`config.mk`:
```
export PLATFORM = sky130hd
export DESIGN_NAME = i2c_register_transaction_sequencer_top
export DESIGN_NICKNAME = d
export VERILOG_FILES = /design/src/rtl/i2c_rts_pkg.sv /design/src/rtl/i2c_rts_front.sv /design/src/rtl/i2c_rts_queue.sv /design/src/rtl/i2c_rts_back.sv /design/src/rtl/i2c_register_transaction_sequencer_top.sv
export SDC_FILE = /design/constraint.sdc
export NUM_CORES = 1
export LEC_CHECK = 0
export ABC_AREA = 1
export ABC_CLOCK_PERIOD_IN_PS = 8400
export BUFFER_PORTS_ARGS = -buffer_cell sky130_fd_sc_hd__buf_2
export CORE_AREA = 2 2 203 205
export DETAILED_ROUTE_END_ITERATION = 7
export DIE_AREA = 0 0 205 207
export SYNTH_ARGS = -nofsm -noshare
export SYNTH_HDL_FRONTEND = slang
export SYNTH_SLANG_ARGS = --single-unit
```
`constraint.sdc`:
```
create_clock -name clk -period 8.4 [get_ports clk]
set_input_delay 0.84 -clock clk [delete_from_list [all_inputs] [get_ports clk]]
set_output_delay 0.84 -clock clk [all_outputs]
set_load 0.03 [all_outputs]
```
`src/rtl/i2c_rts_pkg.sv`:
```
package i2c_rts_pkg;

  localparam int unsigned MAX_BYTES = 256;
  localparam int unsigned QUEUE_DEPTH = 4;
  localparam int unsigned QUEUE_PTR_W = $clog2(QUEUE_DEPTH);
  localparam int unsigned QUEUE_CNT_W = $clog2(QUEUE_DEPTH + 1);

  localparam logic [1:0] MODE_READ = 2'd0;
  localparam logic [1:0] MODE_WRITE = 2'd1;
  localparam logic [1:0] MODE_SCAN = 2'd2;
  localparam logic [1:0] MODE_RESP = 2'd3;

  localparam logic [2:0] OP_NONE = 3'd0;
  localparam logic [2:0] OP_STOP = 3'd1;
  localparam logic [2:0] OP_START = 3'd2;
  localparam logic [2:0] OP_RSTART = 3'd3;
  localparam logic [2:0] OP_ADDR_W = 3'd4;
  localparam logic [2:0] OP_ADDR_R = 3'd5;
  localparam logic [2:0] OP_DATA_W = 3'd6;
  localparam logic [2:0] OP_READ = 3'd7;

  localparam logic [2:0] ST_OK = 3'd0;
  localparam logic [2:0] ST_NOT_CFG = 3'd1;
  localparam logic [2:0] ST_INVALID = 3'd2;
  localparam logic [2:0] ST_ADDR_NACK = 3'd3;
  localparam logic [2:0] ST_BAD_REG = 3'd4;
  localparam logic [2:0] ST_RSTART_NACK = 3'd5;
  localparam logic [2:0] ST_BAD_XFER = 3'd6;
  localparam logic [2:0] ST_BUS_FAULT = 3'd7;

  typedef struct packed {
    logic [1:0] mode;
    logic [7:0] dev_addr;
    logic [7:0] reg_addr;
    logic [8:0] byte_count;
    logic [7:0] write_byte;
    logic       acked;
    logic [7:0] read_byte;
    logic       bus_fault;
  } in_beat_t;

  typedef struct packed {
    logic [2:0] bus_op;
    logic [7:0] frame_byte;
    logic       send_ack;
    logic [7:0] read_data;
    logic       read_valid;
    logic [6:0] scan_address;
    logic       scan_present;
    logic [2:0] status;
    logic       done_res;
  } out_beat_t;

  typedef struct packed {
    logic is_resp;
    logic is_scan;
    logic arg_bad;
  } cls_t;

  typedef struct packed {
    cls_t     cls;
    in_beat_t beat;
  } q_entry_t;

endpackage

```
`src/rtl/i2c_rts_front.sv`:
```
module i2c_rts_front
  import i2c_rts_pkg::*;
(
  input  logic     in_valid,
  input  in_beat_t in_beat,
  input  logic     q_full,
  output logic     in_stall,
  output logic     push,
  output q_entry_t push_entry
);

  cls_t cls;

  always_comb begin
    cls.is_resp = (in_beat.mode == MODE_RESP);
    cls.is_scan = (in_beat.mode == MODE_SCAN);
    cls.arg_bad = in_beat.dev_addr[7] || (in_beat.byte_count == '0) ||
                  (32'(in_beat.byte_count) > MAX_BYTES);
  end

  assign in_stall = q_full;
  assign push = in_valid && !q_full;
  assign push_entry = '{cls: cls, beat: in_beat};

endmodule

```
`src/rtl/i2c_rts_queue.sv`:
```
module i2c_rts_queue
  import i2c_rts_pkg::*;
(
  input  logic     clk,
  input  logic     rst,
  input  logic     push,
  input  q_entry_t push_entry,
  input  logic     pop,
  output logic     full,
  output logic     head_valid,
  output q_entry_t head
);

  q_entry_t slots [QUEUE_DEPTH];
  logic [QUEUE_PTR_W-1:0] wr_ptr;
  logic [QUEUE_PTR_W-1:0] rd_ptr;
  logic [QUEUE_CNT_W-1:0] count;

  function automatic logic [QUEUE_PTR_W-1:0] ptr_inc(input logic [QUEUE_PTR_W-1:0] p);
    if (p == QUEUE_PTR_W'(QUEUE_DEPTH - 1)) begin
      return '0;
    end
    return p + 1'b1;
  endfunction

  assign full = (count == QUEUE_CNT_W'(QUEUE_DEPTH));
  assign head_valid = (count != '0);
  assign head = slots[rd_ptr];

  always_ff @(posedge clk) begin
    if (rst) begin
      wr_ptr <= '0;
      rd_ptr <= '0;
      count <= '0;
    end else begin
      if (push) begin
        wr_ptr <= ptr_inc(wr_ptr);
      end
      if (pop) begin
        rd_ptr <= ptr_inc(rd_ptr);
      end
      if (push && !pop) begin
        count <= count + 1'b1;
      end else if (pop && !push) begin
        count <= count - 1'b1;
      end
    end
    if (push) begin
      slots[wr_ptr] <= push_entry;
    end
  end

endmodule

```
`src/rtl/i2c_rts_back.sv`:
```
module i2c_rts_back
  import i2c_rts_pkg::*;
(
  input  logic      clk,
  input  logic      rst,
  input  logic      cfg_wr_en,
  input  logic      cfg_wr_data,
  input  logic      head_valid,
  input  q_entry_t  head,
  output logic      pop,
  output logic      out_valid,
  input  logic      out_stall,
  output out_beat_t out_beat
);

  typedef enum logic [3:0] {
    PH_IDLE, PH_PRESTOP, PH_START, PH_ADDRW, PH_REG, PH_RSTART, PH_ADDRR,
    PH_READ, PH_WDATA, PH_FINAL, PH_S_START, PH_S_ADDR, PH_S_STOP
  } phase_t;

  phase_t     phase, phase_next;
  logic       configured;
  logic [1:0] op_kind, op_kind_next;
  logic [6:0] target_address, target_address_next;
  logic [7:0] target_register, target_register_next;
  logic [8:0] bytes_left, bytes_left_next;
  logic [7:0] probe_index, probe_index_next;
  logic [2:0] pending_status, pending_status_next;
  logic       probe_acked, probe_acked_next;

  out_beat_t  res;
  logic       has_res;
  logic [8:0] bytes_dec;
  in_beat_t   b;

  assign b = head.beat;
  assign pop = head_valid && (!out_valid || !out_stall);
  assign bytes_dec = (bytes_left != '0) ? bytes_left - 1'b1 : bytes_left;

  always_comb begin
    res = '0;
    has_res = 1'b0;
    phase_next = phase;
    op_kind_next = op_kind;
    target_address_next = target_address;
    target_register_next = target_register;
    bytes_left_next = bytes_left;
    probe_index_next = probe_index;
    pending_status_next = pending_status;
    probe_acked_next = probe_acked;

    if (!head.cls.is_resp) begin
      if (phase == PH_IDLE) begin
        has_res = 1'b1;
        if (!configured) begin
          res.status = ST_NOT_CFG;
          res.done_res = 1'b1;
        end else if (head.cls.is_scan) begin
          op_kind_next = MODE_SCAN;
          probe_index_next = '0;
          probe_acked_next = 1'b0;
          res.bus_op = OP_STOP;
          phase_next = PH_PRESTOP;
        end else if (head.cls.arg_bad) begin
          res.status = ST_INVALID;
          res.done_res = 1'b1;
        end else begin
          op_kind_next = b.mode;
          target_address_next = b.dev_addr[6:0];
          target_register_next = b.reg_addr;
          bytes_left_next = b.byte_count;
          pending_status_next = ST_OK;
          res.bus_op = OP_STOP;
          phase_next = PH_PRESTOP;
        end
      end
    end else if (phase != PH_IDLE) begin
      has_res = 1'b1;
      if (b.bus_fault) begin
        phase_next = PH_IDLE;
        res.status = ST_BUS_FAULT;
        res.done_res = 1'b1;
      end else begin
        unique case (phase)
          PH_PRESTOP: begin
            res.bus_op = OP_START;
            phase_next = (op_kind == MODE_SCAN) ? PH_S_START : PH_START;
          end
          PH_START: begin
            res.bus_op = OP_ADDR_W;
            res.frame_byte = {target_address, 1'b0};
            phase_next = PH_ADDRW;
          end
          PH_ADDRW: begin
            if (!b.acked) begin
              res.bus_op = OP_STOP;
              pending_status_next = ST_ADDR_NACK;
              phase_next = PH_FINAL;
            end else begin
              res.bus_op = OP_DATA_W;
              res.frame_byte = target_register;
              phase_next = PH_REG;
            end
          end
          PH_REG: begin
            if (!b.acked) begin
              res.bus_op = OP_STOP;
              pending_status_next = ST_BAD_REG;
              phase_next = PH_FINAL;
            end else if (op_kind == MODE_READ) begin
              res.bus_op = OP_RSTART;
              phase_next = PH_RSTART;
            end else begin
              res.bus_op = OP_DATA_W;
              res.frame_byte = b.write_byte;
              phase_next = PH_WDATA;
            end
          end
          PH_RSTART: begin
            res.bus_op = OP_ADDR_R;
            res.frame_byte = {target_address, 1'b1};
            phase_next = PH_ADDRR;
          end
          PH_ADDRR: begin
            if (!b.acked) begin
              res.bus_op = OP_STOP;
              pending_status_next = ST_RSTART_NACK;
              phase_next = PH_FINAL;
            end else begin
              res.bus_op = OP_READ;
              res.send_ack = (bytes_left > 9'd1);
              phase_next = PH_READ;
            end
          end
          PH_READ: begin
            if (!b.acked) begin
              res.bus_op = OP_STOP;
              pending_status_next = ST_BAD_XFER;
              phase_next = PH_FINAL;
            end else begin
              res.read_data = b.read_byte;
              res.read_valid = 1'b1;
              bytes_left_next = bytes_dec;
              if (bytes_dec == '0) begin
                res.bus_op = OP_STOP;
                pending_status_next = ST_OK;
                phase_next = PH_FINAL;
              end else begin
                res.bus_op = OP_READ;
                res.send_ack = (bytes_dec > 9'd1);
              end
            end
          end
          PH_WDATA: begin
            if (!b.acked) begin
              res.bus_op = OP_STOP;
              pending_status_next = ST_BAD_XFER;
              phase_next = PH_FINAL;
            end else begin
              bytes_left_next = bytes_dec;
              if (bytes_dec == '0) begin
                res.bus_op = OP_STOP;
                pending_status_next = ST_OK;
                phase_next = PH_FINAL;
              end else begin
                res.bus_op = OP_DATA_W;
                res.frame_byte = b.write_byte;
              end
            end
          end
          PH_FINAL: begin
            res.status = pending_status;
            res.done_res = 1'b1;
            phase_next = PH_IDLE;
          end
          PH_S_START: begin
            res.bus_op = OP_ADDR_W;
            res.frame_byte = {probe_index[6:0], 1'b0};
            phase_next = PH_S_ADDR;
          end
          PH_S_ADDR: begin
            probe_acked_next = b.acked;
            res.bus_op = OP_STOP;
            phase_next = PH_S_STOP;
          end
          PH_S_STOP: begin
            res.scan_address = probe_index[6:0];
            res.scan_present = probe_acked;
            probe_index_next = probe_index + 1'b1;
            if (probe_index_next[7]) begin
              res.done_res = 1'b1;
              res.status = ST_OK;
              phase_next = PH_IDLE;
            end else begin
              res.bus_op = OP_START;
              phase_next = PH_S_START;
            end
          end
          default: begin
            has_res = 1'b0;
            phase_next = PH_IDLE;
          end
        endcase
      end
    end
  end

  always_ff @(posedge clk) begin
    if (rst) begin
      phase <= PH_IDLE;
      configured <= 1'b0;
      op_kind <= '0;
      target_address <= '0;
      target_register <= '0;
      bytes_left <= '0;
      probe_index <= '0;
      pending_status <= '0;
      probe_acked <= 1'b0;
      out_valid <= 1'b0;
    end else begin
      if (cfg_wr_en) begin
        configured <= cfg_wr_data;
      end
      if (pop) begin
        phase <= phase_next;
        op_kind <= op_kind_next;
        target_address <= target_address_next;
        target_register <= target_register_next;
        bytes_left <= bytes_left_next;
        probe_index <= probe_index_next;
        pending_status <= pending_status_next;
        probe_acked <= probe_acked_next;
        out_valid <= has_res;
      end else if (!out_stall) begin
        out_valid <= 1'b0;
      end
    end
    if (pop && has_res) begin
      out_beat <= res;
    end
  end

endmodule

```
`src/rtl/i2c_register_transaction_sequencer_top.sv`:
```
// I2C master frame sequencer: commands (register read, register write, bus scan) and
// bus engine responses enter on the input channel, and each beat yields at most one
// result naming the next bus operation, a received byte, a scan report or a final
// status. A front stage classifies beats into a four-entry queue and a back stage
// steps the transaction state machine into an output register, so one beat per
// cycle is sustained unless a full queue or out_stall holds the flow; a beat's
// result passes its queue slot and then the output register. Set the configured
// register before issuing commands and only while no transaction is in flight.
module i2c_register_transaction_sequencer_top
  import i2c_rts_pkg::*;
(
  input  logic      clk,
  input  logic      rst,
  input  logic      cfg_wr_en,
  input  logic      cfg_wr_data,
  input  logic      in_valid,
  output logic      in_stall,
  input  in_beat_t  in_beat,
  output logic      out_valid,
  input  logic      out_stall,
  output out_beat_t out_beat
);

  logic     q_full;
  logic     push;
  q_entry_t push_entry;
  logic     pop;
  logic     head_valid;
  q_entry_t head;

  i2c_rts_front u_front (
    .in_valid   (in_valid),
    .in_beat    (in_beat),
    .q_full     (q_full),
    .in_stall   (in_stall),
    .push       (push),
    .push_entry (push_entry)
  );

  i2c_rts_queue u_queue (
    .clk        (clk),
    .rst        (rst),
    .push       (push),
    .push_entry (push_entry),
    .pop        (pop),
    .full       (q_full),
    .head_valid (head_valid),
    .head       (head)
  );

  i2c_rts_back u_back (
    .clk         (clk),
    .rst         (rst),
    .cfg_wr_en   (cfg_wr_en),
    .cfg_wr_data (cfg_wr_data),
    .head_valid  (head_valid),
    .head        (head),
    .pop         (pop),
    .out_valid   (out_valid),
    .out_stall   (out_stall),
    .out_beat    (out_beat)
  );

endmodule
```
==> results.yml <==
status:
  run_status: "finished, final reports clean"
timing:
  final.hold.worst_slack_ns: 0.487
  skew_ns: 0.00970
  final.setup.worst_slack_ns: 5.32
  setup_total_negative_slack_ns: 0
  setup_repair_after_global_routing_missed_its_margin: "no"
  max-slew-margin-rel_pct: 34.5
  report.final.setup_viol: 0
  hold_violations: 0
  final_period_minus_worst_setup_slack_ns: 3.08
  clock.fmax_ghz: 0.325
  report.final.slew_viol_count: 0
  worst-slew-pin-transition_ns: 0.983
  final_min_period_over_clock_period_pct: 36.7
clock_network:
  insertion_delay_of_the_later_clocked_pin_in_the_worst_skew_pair_ns: 0.55
  path_clk_slew_ns: 0.06
  number_of_clock_buffers_inserted_by_tritoncts: 29
  post_cts_hold_buffer_count: 0
  clkSinkCount: 274
  cts_max_path_buffers: 3
  cts.repair.resized: 0
  clock_tree.root_cell: "clkbuf_16"
  post_cts.repair.setup_buffers: 0
  tritoncts: "built"
  htreeDepth: 1
synth:
  ys_seq_elements: 274
  post-synth-top-area-cell: "edfxtp_1"
  yosysWarningCount: 0
  synth.lib_cells_used.distinct: 53
  synth_largest_type_area_fraction_pct: 55.7
  netlist_instances: 1110
  mean_syn_cell_area_um2: 10.7
  post_synth_main_area_contributors: "edfxtp_1 56%, dfxtp_1 8.9%, nor2_1 6.9%, o21ai_0 4.4%, nand2_1 4.3%"
  synthesis.nets: 1172
  mappedNetlistArea_um2: 11900
  synth-seq-area-share_pct: 64.6
placed_design:
  placement.cell_area_um2: 12900
  globalplace.congestion: 0.868
  pre_cts_slack_ns: 5.25
  buffer_ports.inserted: 85
  dpl.hpwl_um: 18600
final_layout:
  area_growth_syn_to_layout_pct: 16.5
  layout.nets: 1257
  mostFrequentLayoutCells: "221 x edfxtp_1, 214 x nor2_1, 137 x nand2_1, 105 x o21ai_0, 85 x buf_2"
  mostFrequentLayoutCell: "edfxtp_1"
  final_layout_size_suffix_gt1_share_pct: 18.9
  design_area_um2: 13900
power:
  power.density_nw_per_um2: 357
  static-leakage-power_nw: 5.08
  vdd_ir_max_mv: 0.170
floorplanning:
  die-height_um: 207
  io_pins: 86
  die-area_um2: 42400
  die_x_um: 205
  coreArea_um2: 40400
  floorplan.initialDensity_pct: 29.5
  std_cell_rows: 74
grt:
  track_usage_pct: 13.3
  grt_antenna_before_repair: 8
  overflow: 0
  first_pass_grt_wire_length_um: 44900
  first_global_vias: 7918
  grt_start_max_net_pins: 95
setup_path:
  cp_max_fo: 92
  cp.arrival_ns: 3.28
  crit_chain: "buf_4, nand2_1, nand3_2, nand2_4, nor2_1, inv_1, a31oi_1, o21ai_0, inv_1, buf_4"
  cp.buffers_inverters: 4
  start_kind: "register"
  critical-path-slowest-cell: "buf_4"
  cp.required_ns: 8.60
  delay_of_the_slowest_cell_on_the_worst_path_ns: 0.74
  critPathKind: "register to register"
  cpLargestDelayFamily: "buffers and inverters"
  setup.worst_path.end_class: "register"
min_path:
  worstHoldPathType: "register to register"
routing:
  wirelength_um: 28800
  routed_wire_length_per_instance_um: 16.4
  dr.first_iter.drc_count: 626
  detailroute.via_count: 8248
  route.detailed.drc: 0
  drt-vias-per-instance: 4.71
  drtAntennaViolNets: 0
  dr.pass1.iters: 6
flow_run:
  max_cap_violations: 0
==> area by class of cell <==
type                            count  area, um2
Antenna cell                        2       5.00
Clock buffer                       35        779
Clock inverter                     19        188
Fill cell                        4100      26500
Inverter                           91        350
Multi-Input combinational cell    703       3690
Sequential cell                   274       7700
Tap cell                          532        666
Timing Repair Buffer               96        508
==> layer usage <==
layer / vias up / share of wire (%) / track usage [%]
met5: - / 0.24 / 0
met4: 12 / 1.4 / 2.60
met3: 42 / 6.3 / 2.72
met2: 212 / 46 / 21.5
met1: 3935 / 46 / 18.6
li1: 4047 / - / -
==> power by group <==
group / internal, mW / switching, mW / total [mW]
Combinational: 0.498 / 1.35 / 1.85
Clock: 0.755 / 0.521 / 1.28
Sequential: 1.73 / 0.102 / 1.84
==> synth_stat cells (all sizes together) <==
master  number
a211oi       7
a31oi        4
a311oi      15
buf         23
nor3         6
clkbuf      19
dfxtp       53
inv         90
o211ai       3
o211a        1
fa           1
nor2       234
o21bai       1
a32o         4
a21oi       63
nand2      150
nand4        7
edfxtp     221
a22oi        4
nand3b       1
xor2         3
ha          10
o21ai      112
xnor2        1
nand3       56
and2         2
nor4         2
clkinv       1
a32oi        1
o31ai        1
o22ai       13
a41oi        1
==> stage by stage <==
step	total power [mW]	utilization, %	std cells
2_1_floorplan	3.23	-	1110
3_3_place_gp	3.70	32.0	1696
3_5_place_dp	3.72	32.0	1696
4_1_cts	5.01	34.4	1750
5_1_grt	5.29	34.4	1750
6_report	4.96	34.4	1752
==> kinds of logic after synthesis <==
| kind of cell | Yosys count | synth area share (%) |
|---|---|---|
| and+or+nand+nor | 458 | 17.0 |
| DFF | 274 | 64.6 |
| AOI/OAI and AO/OA | 230 | 12.3 |
| buffers and inverters | 133 | 4.70 |
| adders and majority gates | 11 | 1.22 |
| xor gates and xnor gates | 4 | 0.294 |
==> path summary, 6_finish.rpt <==
check / from / end / slack [ns] / depth (start not counted)
max reg2reg: register / u_back.out_beat[16] / 5.32 / 10
min reg2reg: u_back.pending_status[0] / u_back.pending_status[0] / 0.49 / 2
min: u_back.pending_status[0] / u_back.pending_status[0] / 0.49 / 2
max: register / u_back.out_beat[16] / 5.32 / 10
==> flip-flops by register name (all words and copies together), names as in the netlist, named ones only <==
signal / flops
u_back.configured: 1
u_queue.rd_ptr: 2
u_back.probe_acked: 1
u_queue.slots: 188
u_queue.wr_ptr: 2
u_back.phase: 4
u_back.bytes_left: 9
u_back.target_register: 8
u_back.pending_status: 3
u_back.out_valid: 1
u_back.target_address: 7
u_back.op_kind: 2
u_queue.count: 3
u_back.probe_index: 8
u_back.out_beat: 33
==> tightest hold or removal path: stages (launching register included) <==
cell and delay [ns]:
dfxtp_1 0.34, nor2_1 0.05, nor2_1 0.07
No activity file was read; power rests on OpenSTA's default activity.
